<file path="src/sv/sbsh_pkg.sv">
// ----------------------------------------------------------------------------
// SHA-256 byte stream hasher package
// Shared types, initial hash values, the round constant table and the
// SHA-256 bit functions used by the round logic.
// ----------------------------------------------------------------------------
package sbsh_pkg;

    // Sequencer states.
    typedef enum logic [2:0] {
        S_IDLE,
        S_PAD,
        S_ROUND,
        S_UPDATE,
        S_EMIT
    } t_state;

    typedef logic [31:0] t_word;

    localparam int unsigned NUM_HASH_WORDS = 8;
    localparam int unsigned NUM_SCHED_WORDS = 16;
    localparam logic [7:0] PAD_MARK = 8'h80;
    localparam logic [5:0] LEN_FIELD_START = 6'd56;
    localparam logic [5:0] LAST_ROUND = 6'd63;
    localparam logic [5:0] LAST_BYTE_SLOT = 6'd63;
    localparam logic [2:0] LAST_WORD_INDEX = 3'd7;

    // Initial hash value H0..H7.
    localparam t_word HASH_IV [NUM_HASH_WORDS] = '{
        32'h6a09e667, 32'hbb67ae85, 32'h3c6ef372, 32'ha54ff53a,
        32'h510e527f, 32'h9b05688c, 32'h1f83d9ab, 32'h5be0cd19
    };

    // Round constant for round idx.
    function automatic t_word round_k(input logic [5:0] idx);
        t_word k;
        unique case (idx)
            6'd0:  k = 32'h428a2f98;  6'd1:  k = 32'h71374491;
            6'd2:  k = 32'hb5c0fbcf;  6'd3:  k = 32'he9b5dba5;
            6'd4:  k = 32'h3956c25b;  6'd5:  k = 32'h59f111f1;
            6'd6:  k = 32'h923f82a4;  6'd7:  k = 32'hab1c5ed5;
            6'd8:  k = 32'hd807aa98;  6'd9:  k = 32'h12835b01;
            6'd10: k = 32'h243185be;  6'd11: k = 32'h550c7dc3;
            6'd12: k = 32'h72be5d74;  6'd13: k = 32'h80deb1fe;
            6'd14: k = 32'h9bdc06a7;  6'd15: k = 32'hc19bf174;
            6'd16: k = 32'he49b69c1;  6'd17: k = 32'hefbe4786;
            6'd18: k = 32'h0fc19dc6;  6'd19: k = 32'h240ca1cc;
            6'd20: k = 32'h2de92c6f;  6'd21: k = 32'h4a7484aa;
            6'd22: k = 32'h5cb0a9dc;  6'd23: k = 32'h76f988da;
            6'd24: k = 32'h983e5152;  6'd25: k = 32'ha831c66d;
            6'd26: k = 32'hb00327c8;  6'd27: k = 32'hbf597fc7;
            6'd28: k = 32'hc6e00bf3;  6'd29: k = 32'hd5a79147;
            6'd30: k = 32'h06ca6351;  6'd31: k = 32'h14292967;
            6'd32: k = 32'h27b70a85;  6'd33: k = 32'h2e1b2138;
            6'd34: k = 32'h4d2c6dfc;  6'd35: k = 32'h53380d13;
            6'd36: k = 32'h650a7354;  6'd37: k = 32'h766a0abb;
            6'd38: k = 32'h81c2c92e;  6'd39: k = 32'h92722c85;
            6'd40: k = 32'ha2bfe8a1;  6'd41: k = 32'ha81a664b;
            6'd42: k = 32'hc24b8b70;  6'd43: k = 32'hc76c51a3;
            6'd44: k = 32'hd192e819;  6'd45: k = 32'hd6990624;
            6'd46: k = 32'hf40e3585;  6'd47: k = 32'h106aa070;
            6'd48: k = 32'h19a4c116;  6'd49: k = 32'h1e376c08;
            6'd50: k = 32'h2748774c;  6'd51: k = 32'h34b0bcb5;
            6'd52: k = 32'h391c0cb3;  6'd53: k = 32'h4ed8aa4a;
            6'd54: k = 32'h5b9cca4f;  6'd55: k = 32'h682e6ff3;
            6'd56: k = 32'h748f82ee;  6'd57: k = 32'h78a5636f;
            6'd58: k = 32'h84c87814;  6'd59: k = 32'h8cc70208;
            6'd60: k = 32'h90befffa;  6'd61: k = 32'ha4506ceb;
            6'd62: k = 32'hbef9a3f7;  6'd63: k = 32'hc67178f2;
            default: k = 32'h0;
        endcase
        return k;
    endfunction

    function automatic t_word ror32(input t_word v, input int unsigned n);
        return (v >> n) | (v << (32 - n));
    endfunction

    // Upper-case sigma functions of the round.
    function automatic t_word big_sigma0(input t_word a);
        return ror32(a, 2) ^ ror32(a, 13) ^ ror32(a, 22);
    endfunction

    function automatic t_word big_sigma1(input t_word e);
        return ror32(e, 6) ^ ror32(e, 11) ^ ror32(e, 25);
    endfunction

    // Lower-case sigma functions of the message schedule.
    function automatic t_word small_sigma0(input t_word x);
        return ror32(x, 7) ^ ror32(x, 18) ^ (x >> 3);
    endfunction

    function automatic t_word small_sigma1(input t_word x);
        return ror32(x, 17) ^ ror32(x, 19) ^ (x >> 10);
    endfunction

endpackage

</file>
<file path="src/sv/sha256_byte_stream_hasher.sv">
// ----------------------------------------------------------------------------
// SHA-256 byte stream hasher
// Collects message bytes into a 512-bit block, compresses each full block
// with one shared round unit, pads the message on its final beat and
// returns the digest as eight 32-bit words.
// ----------------------------------------------------------------------------
//
//  Channel  Handshake                  Payload
//  -------  -------------------------  -------------------------------------
//  input    i_in_valid / o_in_ready    i_byte_present, i_data_byte,
//                                      i_end_of_message
//  output   o_out_valid / i_out_ready  o_digest_word, o_word_index,
//                                      o_last_word
//
// A byte beat is taken while idle; the beat that fills a block then runs
// the rounds on the single round unit and folds the result into the hash.
// A final beat adds padding bytes (up to 64, or up to 72 when the length
// field spills into a second block), compresses each padded block, then
// emits eight output beats. The input is not ready while padding, compressing
// or emitting. Reset is synchronous and clears the sequencer, the fill count,
// the length count and restores the initial hash value. Output stalls hold
// the current digest word.
module sha256_byte_stream_hasher (
    input  logic        i_clk,
    input  logic        i_rst_n,
    input  logic        i_in_valid,
    output logic        o_in_ready,
    input  logic        i_byte_present,
    input  logic [7:0]  i_data_byte,
    input  logic        i_end_of_message,
    output logic        o_out_valid,
    input  logic        i_out_ready,
    output logic [31:0] o_digest_word,
    output logic [2:0]  o_word_index,
    output logic        o_last_word
);
    import sbsh_pkg::*;

    // Sequencer and control registers.
    t_state      r_state, n_state;
    logic [5:0]  r_fill;
    logic [5:0]  r_rnd;
    logic [2:0]  r_widx;
    logic [60:0] r_msg_bytes;
    logic        r_fin;
    logic        r_mark_done;
    logic        r_wrap;
    logic        r_last_blk;

    // Datapath registers.
    t_word r_hash [NUM_HASH_WORDS];
    t_word r_wv   [NUM_HASH_WORDS];
    t_word r_w    [NUM_SCHED_WORDS];

    // Decoded controls.
    logic       w_in_acc;
    logic       w_out_acc;
    logic       w_push;
    logic       w_push_in;
    logic [7:0] w_push_byte;
    logic       w_len_phase;
    logic [7:0] w_len_byte;
    logic [63:0] w_len;
    logic       w_blk_full;

    // Round unit signals.
    t_word w_t1, w_t2, w_new_w;

    assign w_in_acc  = i_in_valid && o_in_ready;
    assign w_out_acc = o_out_valid && i_out_ready;

    // Length field bytes, most significant first, selected by fill position.
    assign w_len       = {r_msg_bytes, 3'b000};
    assign w_len_byte  = w_len[{3'd7 - r_fill[2:0], 3'b000} +: 8];
    assign w_len_phase = r_mark_done && !r_wrap && (r_fill >= LEN_FIELD_START);

    // Byte source for the block window: input beats when idle, padding otherwise.
    always_comb begin
        w_push_in = (r_state == S_IDLE) && w_in_acc && i_byte_present;
        w_push    = w_push_in || (r_state == S_PAD);
        if (r_state == S_IDLE) begin
            w_push_byte = i_data_byte;
        end else if (!r_mark_done) begin
            w_push_byte = PAD_MARK;
        end else if (w_len_phase) begin
            w_push_byte = w_len_byte;
        end else begin
            w_push_byte = 8'h00;
        end
    end

    assign w_blk_full = w_push && (r_fill == LAST_BYTE_SLOT);

    // Next-state logic.
    always_comb begin
        n_state = r_state;
        unique case (r_state)
            S_IDLE: begin
                if (w_in_acc) begin
                    if (i_byte_present && (r_fill == LAST_BYTE_SLOT)) begin
                        n_state = S_ROUND;
                    end else if (i_end_of_message) begin
                        n_state = S_PAD;
                    end
                end
            end
            S_PAD: begin
                if (r_fill == LAST_BYTE_SLOT) begin
                    n_state = S_ROUND;
                end
            end
            S_ROUND: begin
                if (r_rnd == LAST_ROUND) begin
                    n_state = S_UPDATE;
                end
            end
            S_UPDATE: begin
                if (r_last_blk) begin
                    n_state = S_EMIT;
                end else if (r_fin) begin
                    n_state = S_PAD;
                end else begin
                    n_state = S_IDLE;
                end
            end
            S_EMIT: begin
                if (i_out_ready && (r_widx == LAST_WORD_INDEX)) begin
                    n_state = S_IDLE;
                end
            end
            default: n_state = S_IDLE;
        endcase
    end

    // Handshake outputs.
    always_comb begin
        o_in_ready  = 1'b0;
        o_out_valid = 1'b0;
        unique case (r_state)
            S_IDLE:   o_in_ready  = 1'b1;
            S_EMIT:   o_out_valid = 1'b1;
            S_PAD, S_ROUND, S_UPDATE: begin
                o_in_ready  = 1'b0;
                o_out_valid = 1'b0;
            end
            default: begin
                o_in_ready  = 1'b0;
                o_out_valid = 1'b0;
            end
        endcase
    end

    assign o_digest_word = r_hash[0];
    assign o_word_index  = r_widx;
    assign o_last_word   = (r_widx == LAST_WORD_INDEX);

    // One SHA-256 round and one schedule word per cycle.
    always_comb begin
        w_t1 = r_wv[7] + big_sigma1(r_wv[4])
             + ((r_wv[4] & r_wv[5]) ^ (~r_wv[4] & r_wv[6]))
             + round_k(r_rnd) + r_w[0];
        w_t2 = big_sigma0(r_wv[0])
             + ((r_wv[0] & r_wv[1]) ^ (r_wv[0] & r_wv[2]) ^ (r_wv[1] & r_wv[2]));
        w_new_w = small_sigma1(r_w[14]) + r_w[9] + small_sigma0(r_w[1]) + r_w[0];
    end

    // Control state.
    always_ff @(posedge i_clk) begin
        if (!i_rst_n) begin
            r_state     <= S_IDLE;
            r_fill      <= '0;
            r_rnd       <= '0;
            r_widx      <= '0;
            r_msg_bytes <= '0;
            r_fin       <= 1'b0;
            r_mark_done <= 1'b0;
            r_wrap      <= 1'b0;
            r_last_blk  <= 1'b0;
        end else begin
            r_state <= n_state;
            if (w_push) begin
                r_fill <= r_fill + 6'd1;
            end
            if (w_push_in) begin
                r_msg_bytes <= r_msg_bytes + 61'd1;
            end
            if ((r_state == S_IDLE) && w_in_acc && i_end_of_message) begin
                r_fin <= 1'b1;
            end
            // Padding marker, spill into a second block, and the final block.
            // A marker in the last slot fills its block, so the next block
            // carries the length field directly.
            if (r_state == S_PAD) begin
                if (!r_mark_done) begin
                    r_mark_done <= 1'b1;
                    r_wrap      <= (r_fill >= LEN_FIELD_START) &&
                                   (r_fill != LAST_BYTE_SLOT);
                end else if (w_blk_full) begin
                    r_wrap <= 1'b0;
                end
                if (w_blk_full && w_len_phase) begin
                    r_last_blk <= 1'b1;
                end
            end
            if (r_state == S_ROUND) begin
                r_rnd <= r_rnd + 6'd1;
            end
            // Digest words leave one per output beat, then the hasher starts over.
            if (w_out_acc) begin
                r_widx <= r_widx + 3'd1;
                if (r_widx == LAST_WORD_INDEX) begin
                    r_fill      <= '0;
                    r_msg_bytes <= '0;
                    r_fin       <= 1'b0;
                    r_mark_done <= 1'b0;
                    r_wrap      <= 1'b0;
                    r_last_blk  <= 1'b0;
                end
            end
        end
    end

    // Hash words: reset value, fold after compression, rotate while emitting.
    always_ff @(posedge i_clk) begin
        if (!i_rst_n) begin
            for (int i = 0; i < NUM_HASH_WORDS; i++) begin
                r_hash[i] <= HASH_IV[i];
            end
        end else if (r_state == S_UPDATE) begin
            for (int i = 0; i < NUM_HASH_WORDS; i++) begin
                r_hash[i] <= r_hash[i] + r_wv[i];
            end
        end else if (w_out_acc) begin
            if (r_widx == LAST_WORD_INDEX) begin
                for (int i = 0; i < NUM_HASH_WORDS; i++) begin
                    r_hash[i] <= HASH_IV[i];
                end
            end else begin
                for (int i = 0; i < NUM_HASH_WORDS - 1; i++) begin
                    r_hash[i] <= r_hash[i + 1];
                end
                r_hash[NUM_HASH_WORDS - 1] <= r_hash[0];
            end
        end
    end

    // Working variables: loaded from the hash on the byte that fills a block.
    always_ff @(posedge i_clk) begin
        if (w_blk_full) begin
            for (int i = 0; i < NUM_HASH_WORDS; i++) begin
                r_wv[i] <= r_hash[i];
            end
        end else if (r_state == S_ROUND) begin
            for (int i = 1; i < NUM_HASH_WORDS; i++) begin
                r_wv[i] <= r_wv[i - 1];
            end
            r_wv[4] <= r_wv[3] + w_t1;
            r_wv[0] <= w_t1 + w_t2;
        end
    end

    // Block window: bytes shift in from the right; rounds roll the schedule.
    always_ff @(posedge i_clk) begin
        if (w_push) begin
            for (int i = 0; i < NUM_SCHED_WORDS - 1; i++) begin
                r_w[i] <= {r_w[i][23:0], r_w[i + 1][31:24]};
            end
            r_w[NUM_SCHED_WORDS - 1] <= {r_w[NUM_SCHED_WORDS - 1][23:0], w_push_byte};
        end else if (r_state == S_ROUND) begin
            for (int i = 0; i < NUM_SCHED_WORDS - 1; i++) begin
                r_w[i] <= r_w[i + 1];
            end
            r_w[NUM_SCHED_WORDS - 1] <= w_new_w;
        end
    end

    // Checks on the sequencer.
    a_no_overlap: assert property (@(posedge i_clk) disable iff (!i_rst_n)
        !(o_in_ready && o_out_valid))
        else $error("input ready while a digest is being emitted");

    a_round_step: assert property (@(posedge i_clk) disable iff (!i_rst_n)
        (r_state == S_ROUND) && (r_rnd != LAST_ROUND)
        |=> (r_state == S_ROUND) && (r_rnd == $past(r_rnd) + 6'd1))
        else $error("round sequence broken");

    a_emit_start: assert property (@(posedge i_clk) disable iff (!i_rst_n)
        $rose(o_out_valid) |-> (o_word_index == 3'd0) && (r_fill == 6'd0))
        else $error("digest emission started mid-block or mid-word");

    a_emit_done: assert property (@(posedge i_clk) disable iff (!i_rst_n)
        w_out_acc && o_last_word
        |=> o_in_ready && (r_fill == 6'd0) && (r_msg_bytes == 61'd0))
        else $error("hasher did not restart after the final digest word");

    a_len_in_final: assert property (@(posedge i_clk) disable iff (!i_rst_n)
        (r_state == S_UPDATE) && r_last_blk |-> r_fin && r_mark_done)
        else $error("final block compressed without padding");

endmodule

</file>
<file path="config.mk">
export PLATFORM = sky130hd
export DESIGN_NAME = sha256_byte_stream_hasher
export DESIGN_NICKNAME = d
export VERILOG_FILES = /design/src/sv/sbsh_pkg.sv /design/src/sv/sha256_byte_stream_hasher.sv
export SDC_FILE = /design/constraint.sdc
export NUM_CORES = 2
export LEC_CHECK = 0
export ABC_CLOCK_PERIOD_IN_PS = 21300
export CAP_MARGIN = 15
export CORE_MARGIN = 4
export CORE_UTILIZATION = 30
export CTS_BUF_LIST = sky130_fd_sc_hd__clkbuf_8
export DETAILED_ROUTE_END_ITERATION = 8
export DONT_BUFFER_PORTS = 1
export PLACE_DENSITY = 0.49
export REMOVE_ABC_BUFFERS = 1
export SYNTH_ARGS = -nofsm -noshare
export SYNTH_HDL_FRONTEND = slang
export SYNTH_SLANG_ARGS = --single-unit
export TNS_END_PERCENT = 20
</file>
<file path="constraint.sdc">
create_clock -name i_clk -period 21.3 [get_ports i_clk]
set_input_delay 2.13 -clock i_clk [delete_from_list [all_inputs] [get_ports i_clk]]
set_output_delay 2.13 -clock i_clk [all_outputs]
set_load 0.03 [all_outputs]
</file>
* After elaboration in Yosys (flattened, before gate mapping)
Memories as Yosys holds them, arrays and structs flattened. A register that Yosys moved wholly into a read port is not among the register bits. Index checks and enable logic that the tools add are counted.
Cells by class: $add $sub $neg 23, order comparisons 1, eq/ne operators 13, shift-type cells 1, muxes and demuxes 109, bitwise gates (word level) 76, reduce and logical (&&, ||, !) cells 16
Operators with widths (count):
- 2-to-1 mux 32 bit | 49
- adder 32 bit | 18
- XOR 32 bit | 9
- 2-to-1 mux 61 bit | 3
- bitwise AND 32 bit | 5
- variable part select 64 x 7 -> 8 bit | 1
- adder 61 x 1 -> 61 bit (second input constant) | 1
- OR 1 bit | 49
- 2-to-1 mux 1 bit | 41
- inverter 32 bit | 1
- OR 10 x 32 -> 32 bit | 1
- OR 13 x 32 -> 32 bit | 1
- OR 14 x 32 -> 32 bit | 1
- OR 15 x 32 -> 32 bit | 1
- OR 19 x 32 -> 32 bit | 1
- OR 21 x 32 -> 32 bit | 1
- OR 25 x 32 -> 32 bit | 1
- OR 26 x 32 -> 32 bit | 1
- OR 30 x 32 -> 32 bit | 1
- OR 7 x 32 -> 32 bit | 1
- XOR 32 x 22 -> 32 bit | 1
- XOR 32 x 29 -> 32 bit | 1
- 2-to-1 mux 6 bit | 5
- 2-to-1 mux 8 bit | 3
- other kinds (19) | 42
Storage, ports and cells: flip-flop bits (word level) 83, memory bits (writable) 1024, memory bits (read-only) 2048, input bits 14, output and inout port bits 38, word-level logic and storage cells 252, memories 4
Memory list:
- (name not given) | words 64, bits a word 32, read ports 1, clocked after Yosys merged registers in 1, write ports 0, RTL line sbsh_pkg.sv:36 | unique case (idx)
- r_w | words 16, bits a word 32, read ports 16, clocked after Yosys merged registers in 0, write ports 16, RTL line sha256_byte_stream_hasher.sv:53 | t_word r_w [NUM_SCHED_WORDS];
- r_hash | words 8, bits a word 32, read ports 8, clocked after Yosys merged registers in 0, write ports 8, RTL line sha256_byte_stream_hasher.sv:51 | t_word r_hash [NUM_HASH_WORDS];
- r_wv | words 8, bits a word 32, read ports 8, clocked after Yosys merged registers in 0, write ports 8, RTL line sha256_byte_stream_hasher.sv:52 | t_word r_wv [NUM_HASH_WORDS];

* Depth between registers and ports, before layout
depth after elaboration 12, depth in mapped cells 36, mapped depth without buffers 35

* Worst setup path before layout
Ideal clock, no wire load.
kind input to register, from input i_byte_present, to memory r_w[0][0] (netlist name), enable pin, arrival time 11451 ps, required time 17668 ps, path slack 6217 ps, stages on the path 6, cell sequence and2_1 -> and2_1 -> clkbuf_1 -> nor2_1 -> clkbuf_1 -> nand2_1
RTL lines:
- from (decl) | RTL line sha256_byte_stream_hasher.sv:28 | input logic i_byte_present,
- to (decl) | RTL line sha256_byte_stream_hasher.sv:53

==> impl_table.tex <==
\begin{tabular}{lr}
\hline
Metric & Value \\
\hline
\multicolumn{2}{l}{\textbf{Synth}} \\
Synthesized instance count & 8032 \\
Leading cell types by total area after synthesis & edfxtp\_1, nand2\_1, ha\_1, fa\_1, xnor2\_1 \\
Library cell occupying the most area in the post-synthesis netlist & edfxtp\_1 \\
Yosys warnings & 0 \\
Area share of and/or/nand/nor cells after synthesis & 0.168 \\
Main combinational cell family by area after synthesis & simple AND/OR/NAND/NOR gates \\
Area share of fa/ha/maj cells after synthesis & 0.118 \\
Xor/xnor share of the synthesized area & 0.0741 \\
Commonest register cell after synthesis & edfxtp\_1 \\
Number of storage elements in the synthesis netlist & 1139 \\
Fraction of post-synthesis cell area in the top cell type by area & 0.397 \\
Post-synthesis async set-or-reset flop share & 0 \\
Portion of the post-synthesis area used by sequential elements & 0.436 \\
List of most frequent post-synthesis cells & nand2\_1, edfxtp\_1, a21oi\_1 \\
Syn Std Cell Area & 75100 µm² \\
Number of synthesized flops with an enable pin & 992 \\
Mean cell area of the mapped netlist & 9.35 µm² \\
Most common cell in the netlist & nand2\_1 \\
Unique masters post-synth & 104 \\
Portion of netlist area occupied by mux cells & 0.0223 \\
Synth Area in Compound Gates & 0.140 \\
\multicolumn{2}{l}{\textbf{Global route}} \\
Met2 track demand over resource & 0.310 \\
Total global-route track usage & 0.194 \\
Grt ovf & 0 \\
Met1 demand-to-capacity share in global routing & 0.270 \\
Number of global-route vias before repair & 57400 \\
Met3 usage & 0.0305 \\
Most Crowded Layer GR & met2 \\
Largest net degree at the start of global routing & 197 \\
Number of antenna violations at the first check in global routing & 8 \\
First-pass GRT wire length & 380000 µm \\
\multicolumn{2}{l}{\textbf{Worst setup path}} \\
Startpoint-to-endpoint class of the critical path & reg -> reg \\
Max Fanout on Critical Path & 6 \\
Worst setup slack for register-to-register paths & 12500 ps \\
Critical Path Start Type & flip-flop \\
Number of buffer and inverter stages on the critical path & 4 \\
CP max stage cell & edfxtp\_1 \\
Worst EP arrival & 9570 ps \\
Dominant delay contributor by cell family on the critical path & compound AO/OA/AOI/OAI gates \\
Largest stage delay on the critical path & 590 ps \\
CP endpoint kind & flip-flop \\
Data required, critical path & 22070 ps \\
\multicolumn{2}{l}{\textbf{Place}} \\
Placed instance area & 77900 µm² \\
Buffers on Ports & 0 \\
Placed wire-length estimate & 186000 µm \\
Gpl congestion & 0.930 \\
Worst Setup Slack post-DPL & 12660 ps \\
Number of cells in the design after placement & 10900 \\
\multicolumn{2}{l}{\textbf{Timing}} \\
Setup TNS Final & 0 ps \\
Final-layout worst hold slack & 483 ps \\
Final Hold Fails & 0 \\
Smallest setup slack after layout & 12500 ps \\
Fmax achieved & 0.114 GHz \\
Relative max-transition margin & 0.176 \\
Final critical delay including setup and external delays & 8800 ps \\
Total setup violations reported at the end of the flow & 0 \\
Setup repair after global routing missed its margin & false \\
Count of final max-slew check failures & 0 \\
Worst-margin pin slew & 1240 ps \\
Worst clock skew & 128 ps \\
Fin crit share & 0.413 \\
\multicolumn{2}{l}{\textbf{Drt}} \\
Total DRC errors in the routed layout & 0 \\
First-iteration detailed-routing DRC count & 5147 \\
Wirelength per Cell & 22.7 µm \\
Via density & 5.14 \\
Vias after detailed routing & 58400 \\
Number of nets with antenna violations after detailed routing & 0 \\
Drt total wl & 258000 µm \\
DRT Pass-1 Iters & 6 \\
\multicolumn{2}{l}{\textbf{Clock network}} \\
Cell chosen for the clock root & clkbuf\_8 \\
Clock slew seen by the registers of the worst setup and hold paths & 60 ps \\
CTS tree & yes \\
Number of clock sinks & 1139 \\
Level count of the clock H-tree & 4 \\
CTS-repair resized insts & 0 \\
Clk Latency, worst-skew pair & 1040 ps \\
Number of buffers created by CTS & 216 \\
Post-CTS setup buffer count & 0 \\
Hold buffer count at cts & 0 \\
Max clock buf depth & 3 \\
\multicolumn{2}{l}{\textbf{Final layout}} \\
Share of cells above drive strength 1 & 0.0672 \\
Count of nets after finishing & 8436 \\
Area added between synthesis and finish & 9.62\% \\
Non-Filler Instances & 11400 \\
FILL cells & 25800 \\
Area of all placed cells without fillers & 82300 µm² \\
Sequential Area & 32700 µm² \\
Area of the multi-input gates & 39300 µm² \\
\multicolumn{2}{l}{\textbf{Min path}} \\
Class of the worst hold path & reg -> reg \\
\multicolumn{2}{l}{\textbf{Job}} \\
Reported max-cap violation count & 0 \\
\multicolumn{2}{l}{\textbf{Floorplanning}} \\
Die Span X & 508 µm \\
Die area & 258000 µm² \\
I/O Pins & 52 \\
Starting utilization of the core area & 0.302 \\
CORE AREA & 249000 µm² \\
Row Count & 183 \\
Die Y-Extent & 508 µm \\
\multicolumn{2}{l}{\textbf{Power and ir drop}} \\
IR drop worst, VDD & 0.101 mV \\
Total power density per cell area & 94.5 nW/µm² \\
Static leakage & 0.0331 µW \\
\multicolumn{2}{l}{\textbf{Run status}} \\
Outcome & completed \\
\hline
\end{tabular}
==> placed cells by master (no fill, tap or decap), drive strengths merged, types with 30 or more instances in the layout <==
cell | netlist | layout
o21ai | 445 | 445
nor3 | 70 | 70
or3 | 33 | 33
nand3 | 101 | 101
xor2 | 219 | 219
nor2b | 34 | 34
o211ai | 37 | 37
a21oi | 469 | 469
o21a | 55 | 55
fa | 195 | 195
nand2b | 61 | 61
a31oi | 50 | 50
edfxtp | 992 | 992
o22ai | 31 | 31
buf | 83 | 56
dfxtp | 147 | 147
clkinv | 1 | 76
ha | 393 | 393
nor2 | 411 | 411
xnor2 | 414 | 414
nand4 | 30 | 30
o31ai | 34 | 34
nand2 | 2184 | 2184
and3 | 47 | 47
o21bai | 55 | 55
a211oi | 45 | 45
mux2 | 100 | 100
a21o | 213 | 213
clkbuf | 389 | 231
inv | 339 | 427
==> registers in the layout, indices dropped and copies added (netlist names), 3 cells and up, named ones only <==
signal	flops
r_w	512
r_hash	256
r_wv	256
r_msg_bytes	61
r_fill	6
r_rnd	6
o_word_index	3
r_state	3
==> per-layer routing <==
metal / part of all wire / vias up
met5: 0 / -
met4: 0.028 / 0
met3: 0.051 / 349
met2: 0.46 / 1631
met1: 0.46 / 29000
li1: - / 27500
==> logic make-up after synthesis <==
group,after synthesis
AOI/OAI and AO/OA,1662
xor gates and xnor gates,634
adders and majority gates,590
buffers and inverters,812
DFF,1139
muxes,137
and+or+nand+nor,3058
==> layout make-up <==
cell class	count	share of cell area
Multi-Input combinational cell	6081	0.477
Sequential cell	1139	0.398
Tap cell	3330	0.0506
Clock buffer	231	0.0386
Inverter	340	0.0155
Clock inverter	175	0.0141
Timing Repair Buffer	56	0.00617
Antenna cell	9	0.000274
==> final timing paths <==
check / startpoint / endpoint / depth (start not counted)
worst min register to register: r_fin / r_fin / 2
worst max register to register: r_wv[2][27] / r_wv[0][31] / 34
worst max-delay path: r_wv[2][27] / r_wv[0][31] / 34
worst min-delay path: r_fin / r_fin / 2
==> stage by stage <==
step                total power (µW)  utilization
floorplan                       4890            -
global placement                5610        0.313
detailed placement              5630        0.313
CTS                             7860        0.331
global route                    8290        0.331
finish                          7780        0.331
==> power by group <==
| part | total, µW | internal (µW) | switching, µW |
|---|---|---|---|
| clock | 2190 | 1110 | 1080 |
| sequential | 2960 | 2750 | 214 |
| combinational | 2630 | 1070 | 1560 |
==> worst register-to-register path, delay by kind of cell (launching register included) <==
kind	cells	cell delay [ps]
xor gates and xnor gates	4	1100
DFF	1	590
and+or+nand+nor	2	160
buffers and inverters	4	240
AOI/OAI and AO/OA	18	3850
adders and majority gates	6	2640
No activity file was read; power rests on OpenSTA's default activity.
